### src/rtl/i4gsdp_pkg.sv
// Package for the int4 group scaled dot product block.
// Payload structs, reset constants, register indexes and fp32 helper functions.
// No dependencies.
package i4gsdp_pkg;

    localparam int GroupSizeDefault = 128;
    localparam int LanesDefault     = 8;
    localparam int MaxLanesUsed     = 8;
    localparam int ProdW            = 12;

    localparam logic [31:0] ActScaleReset  = 32'h3F80_0000;
    localparam logic [10:0] GroupsReset    = 11'd40;
    localparam logic [18:0] RowCountReset  = 19'd10240;
    localparam logic [10:0] MaxGroups      = 11'd1024;
    localparam logic [18:0] MaxRows        = 19'd262144;

    localparam logic [31:0] FpDefaultNan   = 32'hFFC0_0000;
    localparam logic [31:0] FpQuietBit     = 32'h0040_0000;

    typedef enum logic [1:0] {
        REG_ACT_SCALE  = 2'd0,
        REG_GROUPS     = 2'd1,
        REG_ROW_COUNT  = 2'd2
    } t_reg_index;

    typedef struct packed {
        logic [31:0] packed_weights;
        logic [31:0] act_low;
        logic [31:0] act_high;
        logic [15:0] group_scale;
    } t_in_item;

    typedef struct packed {
        logic [31:0] row_result;
        logic        last_row;
    } t_out_item;

    // Unrounded operation result: value = sig * 2^exp, or a ready special code.
    typedef struct packed {
        logic               special;
        logic [31:0]        special_val;
        logic               sign;
        logic signed [11:0] exp;
        logic [47:0]        sig;
    } t_fp_raw;

    function automatic logic fp_is_nan(logic [31:0] a);
        return (a[30:23] == 8'hFF) && (a[22:0] != 23'd0);
    endfunction

    function automatic logic fp_is_inf(logic [31:0] a);
        return (a[30:23] == 8'hFF) && (a[22:0] == 23'd0);
    endfunction

    function automatic logic fp_is_zero(logic [31:0] a);
        return a[30:0] == 31'd0;
    endfunction

    function automatic logic [7:0] fp_eff_exp(logic [31:0] a);
        return (a[30:23] == 8'd0) ? 8'd1 : a[30:23];
    endfunction

    function automatic logic [23:0] fp_mant(logic [31:0] a);
        return {a[30:23] != 8'd0, a[22:0]};
    endfunction

    function automatic t_fp_raw fp_mul_raw(logic [31:0] a, logic [31:0] b);
        t_fp_raw r;
        r = '0;
        r.sign = a[31] ^ b[31];
        if (fp_is_nan(a)) begin
            r.special = 1'b1;
            r.special_val = a | FpQuietBit;
        end else if (fp_is_nan(b)) begin
            r.special = 1'b1;
            r.special_val = b | FpQuietBit;
        end else if ((fp_is_inf(a) && fp_is_zero(b)) || (fp_is_zero(a) && fp_is_inf(b))) begin
            r.special = 1'b1;
            r.special_val = FpDefaultNan;
        end else if (fp_is_inf(a) || fp_is_inf(b)) begin
            r.special = 1'b1;
            r.special_val = {a[31] ^ b[31], 8'hFF, 23'd0};
        end else begin
            r.exp = 12'(signed'({4'd0, fp_eff_exp(a)})) + 12'(signed'({4'd0, fp_eff_exp(b)}))
                    - 12'sd300;
            r.sig = 48'(fp_mant(a)) * 48'(fp_mant(b));
        end
        return r;
    endfunction

    function automatic t_fp_raw fp_add_raw(logic [31:0] a, logic [31:0] b);
        t_fp_raw     r;
        logic [31:0] x;
        logic [31:0] y;
        logic [7:0]  d;
        logic [4:0]  dd;
        logic [53:0] yext;
        logic [26:0] xs;
        logic [26:0] ys;
        logic [27:0] s;
        r = '0;
        x = (a[30:0] >= b[30:0]) ? a : b;
        y = (a[30:0] >= b[30:0]) ? b : a;
        d = fp_eff_exp(x) - fp_eff_exp(y);
        dd = (d > 8'd27) ? 5'd27 : d[4:0];
        yext = {fp_mant(y), 3'b000, 27'd0} >> dd;
        xs = {fp_mant(x), 3'b000};
        ys = {yext[53:28], yext[27] | (|yext[26:0])};
        s = (x[31] ^ y[31]) ? (28'(xs) - 28'(ys)) : (28'(xs) + 28'(ys));
        if (fp_is_nan(a)) begin
            r.special = 1'b1;
            r.special_val = a | FpQuietBit;
        end else if (fp_is_nan(b)) begin
            r.special = 1'b1;
            r.special_val = b | FpQuietBit;
        end else if (fp_is_inf(a) && fp_is_inf(b) && (a[31] != b[31])) begin
            r.special = 1'b1;
            r.special_val = FpDefaultNan;
        end else if (fp_is_inf(a) || fp_is_inf(b)) begin
            r.special = 1'b1;
            r.special_val = fp_is_inf(a) ? a : b;
        end else begin
            r.sign = (s == 28'd0) ? (a[31] & b[31]) : x[31];
            r.exp = 12'(signed'({4'd0, fp_eff_exp(x)})) - 12'sd153;
            r.sig = 48'(s);
        end
        return r;
    endfunction

    // Normalize, round to nearest even, pack; handles subnormal and overflow.
    function automatic logic [31:0] fp_round(t_fp_raw r);
        logic [5:0]         lead;
        logic signed [12:0] e_norm;
        logic signed [12:0] e_eff;
        logic signed [12:0] rs;
        logic [5:0]         shamt;
        logic [96:0]        ext;
        logic [47:0]        q;
        logic               rnd;
        logic               stk;
        logic [24:0]        q2;
        logic [31:0]        res;
        lead = 6'd0;
        for (int i = 0; i < 48; i++) begin
            if (r.sig[i]) lead = 6'(i);
        end
        e_norm = 13'(r.exp) + 13'(signed'({1'b0, lead})) + 13'sd127;
        e_eff = (e_norm < 13'sd1) ? 13'sd1 : e_norm;
        rs = 13'(signed'({1'b0, lead})) - 13'sd23 + (e_eff - e_norm);
        ext = '0;
        if (rs < 13'sd0) begin
            q = r.sig << 6'(-rs);
            rnd = 1'b0;
            stk = 1'b0;
        end else begin
            shamt = (rs > 13'sd49) ? 6'd49 : 6'(rs);
            ext = {r.sig, 49'd0} >> shamt;
            q = ext[96:49];
            rnd = ext[48];
            stk = |ext[47:0];
        end
        q2 = 25'(q[23:0]) + 25'(rnd & (stk | q[0]));
        if (q2[24]) begin
            q2 = q2 >> 1;
            e_eff = e_eff + 13'sd1;
        end
        if (r.special) begin
            res = r.special_val;
        end else if (r.sig == 48'd0) begin
            res = {r.sign, 31'd0};
        end else if (e_eff >= 13'sd255) begin
            res = {r.sign, 8'hFF, 23'd0};
        end else if (!q2[23]) begin
            res = {r.sign, 8'h00, q2[22:0]};
        end else begin
            res = {r.sign, e_eff[7:0], q2[22:0]};
        end
        return res;
    endfunction

endpackage

### src/rtl/i4gsdp_lane.sv
// One multiply lane: signed 4-bit weight times signed 8-bit activation.
// Uses i4gsdp_pkg for the product width.
module i4gsdp_lane (
    input  logic [3:0]                        i_weight,
    input  logic [7:0]                        i_act,
    output logic signed [i4gsdp_pkg::ProdW-1:0] o_prod
);
    import i4gsdp_pkg::*;

    logic signed [ProdW-1:0] w_ext;
    logic signed [ProdW-1:0] a_ext;

    assign w_ext  = ProdW'(signed'(i_weight));
    assign a_ext  = ProdW'(signed'(i_act));
    assign o_prod = w_ext * a_ext;

endmodule

### src/rtl/i4gsdp_fold.sv
// Group fold sequencer: int to fp32, two scale multiplies, row accumulate,
// result register. Uses the fp32 helpers of i4gsdp_pkg.
module i4gsdp_fold #(
    parameter int SUM_W = 19
) (
    input  logic                    i_clk,
    input  logic                    i_rst_n,
    input  logic                    i_start,
    input  logic signed [SUM_W-1:0] i_sum,
    input  logic [15:0]             i_wscale,
    input  logic [31:0]             i_ascale,
    input  logic                    i_row_end,
    input  logic                    i_last,
    input  logic                    i_out_stall,
    output logic                    o_busy,
    output logic                    o_out_valid,
    output i4gsdp_pkg::t_out_item   o_out_data
);
    import i4gsdp_pkg::*;

    typedef enum logic [1:0] {S_IDLE, S_RAW, S_RND, S_OUT} t_state;
    typedef enum logic [1:0] {OP_CONV, OP_SCALE, OP_ASCALE, OP_ACC} t_op;

    t_state              r_state;
    t_op                 r_op;
    logic signed [SUM_W-1:0] r_sum;
    logic [15:0]         r_wscale;
    logic                r_row_end;
    logic                r_last;
    t_fp_raw             r_raw;
    logic [31:0]         r_t;
    logic [31:0]         r_acc;
    logic                r_out_valid;
    t_out_item           r_out_data;

    t_fp_raw             n_raw;
    logic [31:0]         n_rounded;
    logic [SUM_W-1:0]    sum_mag;
    logic                out_free;

    assign sum_mag   = r_sum[SUM_W-1] ? (SUM_W'(0) - SUM_W'(r_sum)) : SUM_W'(r_sum);
    assign n_rounded = fp_round(r_raw);
    assign out_free  = !r_out_valid || !i_out_stall;

    always_comb begin
        n_raw = '0;
        case (r_op)
            OP_CONV: begin
                n_raw.sign = r_sum[SUM_W-1];
                n_raw.sig  = 48'(sum_mag);
            end
            OP_SCALE:  n_raw = fp_mul_raw(r_t, {r_wscale, 16'd0});
            OP_ASCALE: n_raw = fp_mul_raw(r_t, i_ascale);
            OP_ACC:    n_raw = fp_add_raw(r_acc, r_t);
            default:   n_raw = '0;
        endcase
    end

    always_ff @(posedge i_clk) begin
        if (!i_rst_n) begin
            r_state     <= S_IDLE;
            r_op        <= OP_CONV;
            r_acc       <= 32'd0;
            r_out_valid <= 1'b0;
        end else begin
            if (r_state == S_OUT && out_free) begin
                r_out_valid <= 1'b1;
            end else if (r_out_valid && !i_out_stall) begin
                r_out_valid <= 1'b0;
            end
            case (r_state)
                S_IDLE: begin
                    if (i_start) begin
                        r_sum     <= i_sum;
                        r_wscale  <= i_wscale;
                        r_row_end <= i_row_end;
                        r_last    <= i_last;
                        r_op      <= OP_CONV;
                        r_state   <= S_RAW;
                    end
                end
                S_RAW: begin
                    r_raw   <= n_raw;
                    r_state <= S_RND;
                end
                S_RND: begin
                    case (r_op)
                        OP_CONV: begin
                            r_t     <= n_rounded;
                            r_op    <= OP_SCALE;
                            r_state <= S_RAW;
                        end
                        OP_SCALE: begin
                            r_t     <= n_rounded;
                            r_op    <= OP_ASCALE;
                            r_state <= S_RAW;
                        end
                        OP_ASCALE: begin
                            r_t     <= n_rounded;
                            r_op    <= OP_ACC;
                            r_state <= S_RAW;
                        end
                        default: begin
                            r_acc   <= n_rounded;
                            r_state <= r_row_end ? S_OUT : S_IDLE;
                        end
                    endcase
                end
                S_OUT: begin
                    // hold the finished row until the result register frees up
                    if (out_free) begin
                        r_out_data.row_result <= r_acc;
                        r_out_data.last_row   <= r_last;
                        r_acc                 <= 32'd0;
                        r_state               <= S_IDLE;
                    end
                end
                default: r_state <= S_IDLE;
            endcase
        end
    end

    assign o_busy      = r_state != S_IDLE;
    assign o_out_valid = r_out_valid;
    assign o_out_data  = r_out_data;

    a_start_idle: assert property (@(posedge i_clk) disable iff (!i_rst_n)
        (r_state == S_IDLE && i_start) |=> (r_state == S_RAW && r_op == OP_CONV))
        else $error("fold did not start on request");

    a_out_load: assert property (@(posedge i_clk) disable iff (!i_rst_n)
        (r_state == S_OUT && out_free) |=> (r_out_valid && r_acc == 32'd0))
        else $error("row result not loaded or accumulator not cleared");

    a_no_early_out: assert property (@(posedge i_clk) disable iff (!i_rst_n)
        (!r_out_valid && r_state != S_OUT) |=> !r_out_valid)
        else $error("result valid without a finished row");

    a_acc_only_row_end: assert property (@(posedge i_clk) disable iff (!i_rst_n)
        (r_state == S_RND && r_op == OP_ACC && !r_row_end) |=> (r_state == S_IDLE))
        else $error("mid-row fold did not return to idle");

endmodule

### src/rtl/int4_group_scaled_dot_product_top.sv
// Top level of the int4 group scaled dot product block.
// Instantiates i4gsdp_lane and i4gsdp_fold; uses i4gsdp_pkg.
//
// Input channel: i_in_valid / o_in_stall / i_in_data, one transaction per item
// of eight int4 weights and eight int8 activations plus the group's bf16 scale.
// Output channel: o_out_valid / i_out_stall / o_out_data, one transaction per
// finished matrix row (fp32 row result and a last-row flag).
// Configuration: i_cfg_we writes i_cfg_data to register i_cfg_index (activation scale,
// groups per row, row count). Users write only while the block is idle (not enforced).
//
// Throughput: an item is taken every cycle inside a group; the lanes and the
// lane adder fold one item per cycle into the group sum. The item that closes a
// group starts the fp32 sequencer (convert, two multiplies, add, each a raw
// state then a round state) and the input stalls while the sequencer is busy.
// After the add that closes a row, the sequencer moves to S_OUT and loads the row
// result into the output register. If the receiver stalls while a previous
// result is still held, the sequencer waits and the input stays stalled until
// it is taken.
// Reset clears counters, the group sum, the accumulator (+0.0) and the result
// valid, and loads the register defaults.
module int4_group_scaled_dot_product_top #(
    parameter int GROUP_SIZE = i4gsdp_pkg::GroupSizeDefault,
    parameter int LANES      = i4gsdp_pkg::LanesDefault
) (
    input  logic                  i_clk,
    input  logic                  i_rst_n,
    input  logic                  i_in_valid,
    output logic                  o_in_stall,
    input  i4gsdp_pkg::t_in_item  i_in_data,
    output logic                  o_out_valid,
    input  logic                  i_out_stall,
    output i4gsdp_pkg::t_out_item o_out_data,
    input  logic                  i_cfg_we,
    input  logic [1:0]            i_cfg_index,
    input  logic [31:0]           i_cfg_data
);
    import i4gsdp_pkg::*;

    localparam int ITEMS   = GROUP_SIZE / LANES;
    localparam int IW      = (ITEMS > 1) ? $clog2(ITEMS) : 1;
    localparam int SUM_W   = $clog2(GROUP_SIZE) + 12;
    localparam int NLANES  = (LANES < MaxLanesUsed) ? LANES : MaxLanesUsed;
    localparam int DOT_W   = ProdW + 3;

    logic [31:0]             r_act_scale;
    logic [10:0]             r_groups;
    logic [18:0]             r_row_count;
    logic signed [SUM_W-1:0] r_group_sum;
    logic [IW-1:0]           r_item;
    logic [9:0]              r_group;
    logic [17:0]             r_row;

    logic signed [ProdW-1:0] prod [NLANES];
    logic signed [DOT_W-1:0] dot;
    logic signed [SUM_W-1:0] sum_next;
    logic                    accept;
    logic                    group_end;
    logic                    row_end;
    logic                    last;
    logic [10:0]             gpr_eff;
    logic [18:0]             rc_eff;
    logic                    busy;

    genvar g;
    generate
        for (g = 0; g < NLANES; g++) begin : g_lane
            logic [31:0] act_word;
            assign act_word = (g < 4) ? i_in_data.act_low : i_in_data.act_high;
            i4gsdp_lane u_lane (
                .i_weight (i_in_data.packed_weights[4*g +: 4]),
                .i_act    (act_word[8*(g%4) +: 8]),
                .o_prod   (prod[g])
            );
        end
    endgenerate

    // merge the lane products
    always_comb begin
        dot = '0;
        for (int i = 0; i < NLANES; i++) begin
            dot = dot + DOT_W'(prod[i]);
        end
    end

    assign sum_next  = r_group_sum + SUM_W'(dot);
    assign accept    = i_in_valid && !o_in_stall;
    assign group_end = r_item == IW'(ITEMS - 1);
    assign gpr_eff   = (r_groups == 11'd0) ? 11'd1 :
                       (r_groups > MaxGroups) ? MaxGroups : r_groups;
    assign rc_eff    = (r_row_count == 19'd0) ? 19'd1 :
                       (r_row_count > MaxRows) ? MaxRows : r_row_count;
    assign row_end   = (11'(r_group) + 11'd1) >= gpr_eff;
    assign last      = (19'(r_row) + 19'd1) >= rc_eff;

    always_ff @(posedge i_clk) begin
        if (!i_rst_n) begin
            r_act_scale <= ActScaleReset;
            r_groups    <= GroupsReset;
            r_row_count <= RowCountReset;
            r_group_sum <= '0;
            r_item      <= '0;
            r_group     <= '0;
            r_row       <= '0;
        end else begin
            if (i_cfg_we) begin
                case (i_cfg_index)
                    REG_ACT_SCALE: r_act_scale <= i_cfg_data;
                    REG_GROUPS:    r_groups    <= i_cfg_data[10:0];
                    REG_ROW_COUNT: r_row_count <= i_cfg_data[18:0];
                    default: ;
                endcase
            end
            if (accept) begin
                if (group_end) begin
                    r_group_sum <= '0;
                    r_item      <= '0;
                    if (row_end) begin
                        r_group <= '0;
                        r_row   <= last ? 18'd0 : r_row + 18'd1;
                    end else begin
                        r_group <= r_group + 10'd1;
                    end
                end else begin
                    r_group_sum <= sum_next;
                    r_item      <= r_item + IW'(1);
                end
            end
        end
    end

    i4gsdp_fold #(.SUM_W(SUM_W)) u_fold (
        .i_clk       (i_clk),
        .i_rst_n     (i_rst_n),
        .i_start     (accept && group_end),
        .i_sum       (sum_next),
        .i_wscale    (i_in_data.group_scale),
        .i_ascale    (r_act_scale),
        .i_row_end   (row_end),
        .i_last      (last),
        .i_out_stall (i_out_stall),
        .o_busy      (busy),
        .o_out_valid (o_out_valid),
        .o_out_data  (o_out_data)
    );

    assign o_in_stall = busy;

endmodule

### config.mk
export PLATFORM = sky130hd
export DESIGN_NAME = int4_group_scaled_dot_product_top
export DESIGN_NICKNAME = d
export VERILOG_FILES = /design/src/rtl/i4gsdp_pkg.sv /design/src/rtl/i4gsdp_lane.sv /design/src/rtl/i4gsdp_fold.sv /design/src/rtl/int4_group_scaled_dot_product_top.sv
export SDC_FILE = /design/constraint.sdc
export NUM_CORES = 2
export LEC_CHECK = 0
export ABC_CLOCK_PERIOD_IN_PS = 17100
export BUFFER_PORTS_ARGS = -buffer_cell sky130_fd_sc_hd__buf_2
export CAP_MARGIN = 0
export CORE_MARGIN = 3
export CORE_UTILIZATION = 66
export DETAILED_ROUTE_END_ITERATION = 16
export PLACE_DENSITY_LB_ADDON = 0.2
export SYNTH_ARGS = -nofsm -noshare
export SYNTH_HDL_FRONTEND = slang
export SYNTH_SLANG_ARGS = --single-unit
### constraint.sdc
create_clock -name i_clk -period 17.1 [get_ports i_clk]
set_input_delay 1.71 -clock i_clk [delete_from_list [all_inputs] [get_ports i_clk]]
set_output_delay 1.71 -clock i_clk [all_outputs]
set_load 0.02 [all_outputs]
### Word-level counts from Yosys, hierarchy flattened

Index checks and enable logic that the tools add are counted.

* output and inout port bits: 35
* flip-flop bits (word level): 346

* bitwise operators: 7
* add/subtract/negate cells: 30
* order comparisons: 10
* shifts and indexed selects: 3
* multiply operators: 10
* muxes and demuxes: 119
* equality and inequality tests: 18
* reduce and logical (&&, ||, !) cells: 74

Operators by type and width (count)
* 60-bit 2-to-1 mux: 8
* 33-bit 2-to-1 mux: 12
* 6-bit 2-to-1 mux: 47
* 61-bit 2-to-1 mux: 4
* 32-bit 2-to-1 mux: 6
* 48-bit one-hot mux with 4 select lines: 1
* 33-bit one-hot mux with 3 select lines: 1
* 97-bit by 6-bit right shift with 73-bit output: 1
* 4-bit by 8-bit multiplier with 12-bit output: 8
* 31-bit 2-to-1 mux: 3
* 19-bit 2-to-1 mux: 4
* 23-bit zero test: 3
* 23-bit nonzero test: 3
* 32-bit one-hot mux with 2 select lines: 1
* 31-bit zero test: 2
* 15-bit by 12-bit adder with 15-bit output: 4
* 54-bit by 5-bit right shift with 54-bit output: 1
* 48-bit zero test: 1
* 24-bit by 24-bit multiplier with 48-bit output: 1
* 24-bit 2-to-1 mux: 2
* 48-bit OR reduction: 1
* 48-bit by 6-bit << shifter with 24-bit output: 1
* 8-bit zero test: 5
* 8-bit 2-to-1 mux: 5
* other kinds (77): 146

### Longest topological paths before layout

* depth after elaboration: 68
* depth in mapped cells: 70
* gate-level depth less buffers: 64

### Hierarchy

From an unflattened synthesis, not the netlist that was laid out.

* cell total of the unflattened synthesis: 8301
* area total of the unflattened synthesis: 68803.5 µm²

By module, submodules not included
* i4gsdp_fold: area an instance 51481.9 µm², cells an instance 6293, times used 1, seq. area each 6566.3 µm²
* int4_group_scaled_dot_product_top: area an instance 8943.6 µm², cells an instance 1040, times used 1, seq. area each 2262.2 µm²
* i4gsdp_lane: area an instance 1047.3 µm², cells an instance 121, times used 8, seq. area each 0.0 µm²

### Least setup slack after synthesis

No wires, ideal clock.

* kind: reg-to-reg
* start: register u_fold.r_raw[1] (netlist name)
* end: register u_fold.r_t[11] (data pin)
* setup time: 0.261 ns
* clock period less this slack: 12.242 ns
* slack: 4.858 ns
* cell stages (with the launch flop): 70
* arrival time: 11.981 ns
* cell sequence: edfxtp_1 > nor2b_1 > o21ai_0 > a21oi_1 > o21bai_1 > a21oi_1 > o21bai_1 > a21oi_1 > o21bai_1 > a21oi_1 > o21bai_1 > a21oi_1 > o21bai_1 > a21oi_1 > o21bai_1 > a21oi_1 > o21bai_1 > a21oi_1 > [... 34 more ...] > o221ai_1 > mux2i_1 > a22oi_1 > mux2_2 > a2bb2oi_1 > and2_1 > ha_1 > and4_1 > and2_1 > nand4b_1 > clkbuf_1 > nor4_1 > o22ai_1 > a31o_1 > buf_4 > o21ai_2 > buf_2 > o21ai_0

* word-level cells in the longest chain between the ends: 66
* elaborated cells between the ends (all ways): 76

RTL lines
* start: declaration: line i4gsdp_fold.sv:30 `t_fp_raw r_raw;`
* start signal: assignment: line i4gsdp_fold.sv:83 `r_raw <= n_raw;`
* 1-bit 2-to-1 mux: line i4gsdp_pkg.sv:145 `if (r.sig[i]) lead = 6'(i);`
* 6-bit 2-to-1 mux (46 in series): line i4gsdp_pkg.sv:145
* 12-bit by 7-bit adder with 13-bit output: line i4gsdp_pkg.sv:147 `e_norm = 13'(r.exp) + 13'(signed'({1'b0, lead})) + 13'sd127;`
* 13-bit by 8-bit adder with 13-bit output: line i4gsdp_pkg.sv:147
* 13-bit by 2-bit < comparator with 1-bit output: line i4gsdp_pkg.sv:148 `e_eff = (e_norm < 13'sd1) ? 13'sd1 : e_norm;`
* 13-bit 2-to-1 mux: line i4gsdp_pkg.sv:148
* 13-bit subtractor: line i4gsdp_pkg.sv:149 `rs = 13'(signed'({1'b0, lead})) - 13'sd23 + (e_eff - e_norm);`
* 7-bit by 13-bit adder with 13-bit output: line i4gsdp_pkg.sv:149
* [... 6 more ...]
* 1-bit by 25-bit AND with 25-bit output: line i4gsdp_pkg.sv:162 `q2 = 25'(q[23:0]) + 25'(rnd & (stk | q[0]));`
* 24-bit by 25-bit adder with 25-bit output: line i4gsdp_pkg.sv:162
* 13-bit 2-to-1 mux or 24-bit 2-to-1 mux (tied branches): line i4gsdp_pkg.sv:163 `if (q2[24]) begin`
* 13-bit by 9-bit greater-or-equal comparator with 1-bit output or 31-bit 2-to-1 mux (tied branches): line i4gsdp_pkg.sv:171, i4gsdp_pkg.sv:173
* 31-bit 2-to-1 mux: line i4gsdp_pkg.sv:171 `end else if (e_eff >= 13'sd255) begin`
* 31-bit 2-to-1 mux (*): line i4gsdp_pkg.sv:169 `end else if (r.sig == 48'd0) begin`
* 32-bit 2-to-1 mux (*): line i4gsdp_pkg.sv:167 `if (r.special) begin`
* via u_fold.n_rounded[11]: line i4gsdp_fold.sv:37 `logic [31:0] n_rounded;`
* end signal: assignment: line i4gsdp_fold.sv:89 `r_t <= n_rounded;`
* end signal: assignment: line i4gsdp_fold.sv:94 `r_t <= n_rounded;`
* end signal: assignment: line i4gsdp_fold.sv:99 `r_t <= n_rounded;`
* end: declaration: line i4gsdp_fold.sv:31 `logic [31:0] r_t;`

The timed path passes the listed nets; every way through them passes the cells marked *.
A chain may end at the register's enable or synchronous reset.

### Worst setup path after layout

* start: register u_fold.r_raw[2] (netlist name)
* end: register u_fold.r_t[13] (data pin)

* word-level cells in the longest chain between the ends: 65
* elaborated cells between the ends (all ways): 75

RTL lines
* 6-bit 2-to-1 mux (46 in series): line i4gsdp_pkg.sv:145
* 12-bit by 7-bit adder with 13-bit output: line i4gsdp_pkg.sv:147
* 13-bit by 8-bit adder with 13-bit output: line i4gsdp_pkg.sv:147
* 13-bit by 2-bit < comparator with 1-bit output: line i4gsdp_pkg.sv:148
* 13-bit 2-to-1 mux: line i4gsdp_pkg.sv:148
* 13-bit subtractor: line i4gsdp_pkg.sv:149
* 7-bit by 13-bit adder with 13-bit output: line i4gsdp_pkg.sv:149
* 13-bit by 7-bit greater-than comparator with 1-bit output: line i4gsdp_pkg.sv:156 `shamt = (rs > 13'sd49) ? 6'd49 : 6'(rs);`
* [... 5 more ...]
* 1-bit by 25-bit AND with 25-bit output: line i4gsdp_pkg.sv:162
* 24-bit by 25-bit adder with 25-bit output: line i4gsdp_pkg.sv:162
* 13-bit 2-to-1 mux or 24-bit 2-to-1 mux (tied branches): line i4gsdp_pkg.sv:163
* 13-bit by 9-bit greater-or-equal comparator with 1-bit output or 31-bit 2-to-1 mux (tied branches): line i4gsdp_pkg.sv:171, i4gsdp_pkg.sv:173
* 31-bit 2-to-1 mux: line i4gsdp_pkg.sv:171
* 31-bit 2-to-1 mux (*): line i4gsdp_pkg.sv:169
* 32-bit 2-to-1 mux (*): line i4gsdp_pkg.sv:167
* via u_fold.n_rounded[13]: line i4gsdp_fold.sv:37

Marks and branches as above.

==> summary.txt <==
Outcome
  • Status: finished, final reports clean

STA
  • Worst slew margin relative to its limit: 0.0540
  • Number of pins with negative max-slew slack in the final report: 0
  • Slew of the pin with the lowest slew margin: 1.42 ns
  • Worst setup slack after layout: roughly 0.9 ns
  • Time the final worst path needs with I/O delays and setup: between 15 and 20 ns
  • Setup TNS: 0 ns
  • Final worst path period share: 0.947
  • Upper clock frequency limit: 61.8 MHz
  • RSZ-0062 raised after global routing: false
  • Setup Viol. Count Final: 0
  • Clock Skew: between 0.05 and 0.06 ns
  • Count of endpoints failing hold in the final timing report: 0

Clock network
  • Clock transition at the register clock pins on the worst setup and hold paths after CTS: 0.06 ns
  • Number of sinks handled by clock tree synthesis: 346
  • Clock Tree Buf Depth: 3
  • Clock root buffer: sky130_fd_sc_hd__clkbuf_16
  • Clock tree from TritonCTS: built
  • CTS H-Tree Depth: 2
  • Number of CTS-inserted buffers: 41
  • Quantity of hold-fixing buffers added after cts: 0
  • Clock latency on the worst-skew pair: 0.68 ns

Die
  • Initial core utilization: 0.668
  • Top-level I/O count: 186
  • Number of cell rows: 117
  • Placeable Area: 102000 um^2
  • Horizontal die dimension: 328 um
  • Die outline area: 107000 um^2
  • Height of the die: 328 um

Setup path
  • Depth of the worst register-to-register path: 62
  • Critical path launch point type: flip-flop
  • Critical Path Slowest Stage Cell: sky130_fd_sc_hd__a211oi_1
  • Critical Path RT: 17.46 ns
  • Critical Path AT: 16.55 ns
  • Critical path peak fanout: 22
  • Critical Path Max Stage Delay: 1.06 ns
  • WS Path Type: flip-flop to flip-flop
  • Most used cell along the critical path: sky130_fd_sc_hd__nor3_1
  • Kind of end point of the critical path: flip-flop

Power
  • Maximum resistive drop on vdd: 1050 uV
  • Power density over cell area: 201 nW/um^2
  • Lkg Pwr: 32.0 nW

Logic synthesis
  • Post-synthesis sequential element count: 346
  • Netlist area before placement: around 68000 um^2
  • Yosys cell types: 109
  • Average size of a mapped cell: between 8 and 9 um^2
  • Post-synth net total: 9742
  • Main synth FF type: sky130_fd_sc_hd__edfxtp_1
  • Number of synthesized flops with an enable pin: approximately 200
  • Cells after Synth: 8121
  • Fraction of registers with async set/reset: 0
  • Part of the Yosys area used for sequential elements: 0.130
  • Number of warning messages in the yosys log: 0

Drt
  • Initial DRC count: 8074
  • Residual antenna-violating net count after detailed routing: 0
  • Pre-Repair DR Iteration Count: 12
  • Vias/cell: 6.65
  • Average wire per cell in the routed design: 26.1 um
  • Via count: 62600
  • Routed Wire Length: 246 mm
  • DRC violations left: 0

Placement
  • Total of buffers placed on input and output ports: around 190
  • Setup slack after placement: approximately 1.4 ns
  • Placer's final routability congestion estimate: 1.11
  • Dpl hpwl: 187 mm

Global routing
  • Via count of the first global-routing pass: 63500
  • Number of antenna violations at the first check in global routing: 19
  • Maximum number of pins on one net before global-route repair: 93
  • Global-route usage over all layers: 0.458
  • Wire length of the first global-routing pass: 373 mm
  • Total congestion overflow after global routing: 0

Cells and area
  • Net count of the finished layout: 9629
  • Relative area change from synthesis to final layout: 5.17%
  • Share of post-route cells with drive strength above 1: 0.0683
  • Filler cell count: around 7900

Min path
  • Path class of the lowest-slack min-delay path: flip-flop to flip-flop
  • Count of cells along the worst hold path: 0

Flow run
  • Number of max-capacitance violations reported: 0
## worst paths after layout
| check | start | slack, ns | end |
|---|---|---|---|
| setup / recovery | u_fold.r_raw[2] | 0.91 | u_fold.r_t[13] |
| hold / removal | u_fold.r_last | 0.42 | u_fold.o_out_data[0] |
| setup reg to reg | u_fold.r_raw[2] | 0.91 | u_fold.r_t[13] |
| hold reg to reg | u_fold.r_last | 0.42 | u_fold.o_out_data[0] |
## power breakdown
| group | total, mW | switching [mW] | internal, mW |
|---|---|---|---|
| Sequential | 1.64 | 0.0163 | 1.62 |
| Combinational | 11.9 | 6.81 | 5.08 |
| Clock | 0.939 | 0.414 | 0.526 |
| Total | 14.5 | 7.24 | 7.23 |
## per-stage QoR
| stage | util | std cells | hold slack [ns] | total power [mW] | instance area (um^2) |
|---|---|---|---|---|---|
| 2_1_floorplan | - | 8121 | 0.400 | 10.6 | 68300 |
| 3_3_place_gp | 0.688 | 9332 | 0.403 | 13.0 | 70400 |
| 3_5_place_dp | 0.688 | 9332 | 0.408 | 13.4 | 70400 |
| 4_1_cts | 0.702 | 9407 | 0.417 | 14.5 | 71800 |
| 5_1_grt | 0.702 | 9412 | 0.424 | 15.8 | 71800 |
| 6_report | 0.702 | 9424 | 0.419 | 14.5 | 71900 |
## cells in the mapped netlist (64+ instances only)
cell type,count,area (um^2)
sky130_fd_sc_hd__inv_1,1180,4430
sky130_fd_sc_hd__nand2_1,1119,4200
sky130_fd_sc_hd__fa_1,994,19900
sky130_fd_sc_hd__ha_1,476,5960
sky130_fd_sc_hd__clkbuf_1,424,1590
sky130_fd_sc_hd__nor2_1,399,1500
sky130_fd_sc_hd__and2_1,389,2430
sky130_fd_sc_hd__a21oi_1,330,1650
sky130_fd_sc_hd__o21ai_0,246,1230
sky130_fd_sc_hd__edfxtp_1,196,5890
sky130_fd_sc_hd__xnor2_1,180,1580
sky130_fd_sc_hd__nand3_1,164,821
sky130_fd_sc_hd__dfxtp_1,150,3000
sky130_fd_sc_hd__nor3_1,148,741
sky130_fd_sc_hd__a211oi_1,109,818
sky130_fd_sc_hd__mux2i_1,108,1080
sky130_fd_sc_hd__nor2b_1,95,594
sky130_fd_sc_hd__nand2b_1,88,551
sky130_fd_sc_hd__a31oi_1,83,519
sky130_fd_sc_hd__xor2_1,75,657
sky130_fd_sc_hd__nor4_1,66,413
sky130_fd_sc_hd__a21boi_0,64,480
## repair_timing
item,in CTS,in global routing
gates resized for setup,0,1
buffers inserted,0,0
setup endpoints to repair,0,13
## worst max-delay path, delay by kind of cell (launching register included)
family,cells,cell delay [ns]
DFF,1,0.53
buffers and inverters,6,1.02
adders and majority gates,7,2.31
xor gates and xnor gates,1,0.52
and+or+nand+nor,25,5.33
AOI/OAI and AO/OA,23,6.15
## cell usage in the layout, fill, tap and decap left out, drive strengths merged, types with 25 or more instances in the layout
cell type and instances:
a211oi 111, a21boi 65, a21o 50, a21oi 331
a221oi 28, a222oi 33, a22o 25, a22oi 61
a31oi 84, a32oi 34, and2 390, and3 59
buf 341, clkbuf 58, dfxtp 150, edfxtp 196
fa 994, ha 476, inv 1183, mux2 42
mux2i 109, nand2 1119, nand2b 88, nand3 165
nand4 59, nor2 400, nor2b 95, nor3 149
nor4 68, o211ai 57, o21a 31, o21ai 258
o21bai 50, o22ai 37, o31ai 43, or2 27
or3 33, xnor2 182, xor2 76
## sequential cells by signal, indices dropped and copies added (netlist names)
name and flops:
u_fold.o_out_data 33, r_item 4, u_fold.r_wscale 16, u_fold.r_acc 32, r_group_sum 19, u_fold.o_out_valid 1, u_fold.r_op 2, r_row_count 19
u_fold.r_sum 19, r_group 10, u_fold.r_row_end 1, r_groups 11, r_act_scale 32, u_fold.r_raw 94, r_row 18, u_fold.r_last 1
u_fold.r_t 32, u_fold.r_state 2
## kinds of logic (layout without fill, tap and decap cells)
group | after synthesis | in the layout | synth area share
AOI/OAI and AO/OA | 1477 | 1477 | 0.147
xor gates and xnor gates | 258 | 258 | 0.0337
buffers and inverters | 1681 | 1600 | 0.0932
other | 2 | 18 | 0.000110
muxes | 164 | 164 | 0.0272
DFF | 346 | 346 | 0.130
and+or+nand+nor | 2722 | 2722 | 0.190
adders and majority gates | 1471 | 1471 | 0.378
## per-layer routing
layer	up-vias	global-route usage	routed length, um
met3	1244	0.137	32000
met1	30200	0.558	85000
li1	26700	-	-
met4	10	0.325	21600
met5	-	0	76
met2	4466	0.696	107000
## area by class of cell
class	count	area, um^2	area share
multi-input cells	6094	53300	0.741
diodes	16	40.0	0.000557
repair buffers	341	2110	0.0294
clock buffers	58	1190	0.0166
well taps	1368	1710	0.0238
clock inverters	17	225	0.00313
flip-flops and latches	346	8890	0.124
inverters	1184	4440	0.0618
Power figures use the tool's default switching activity.
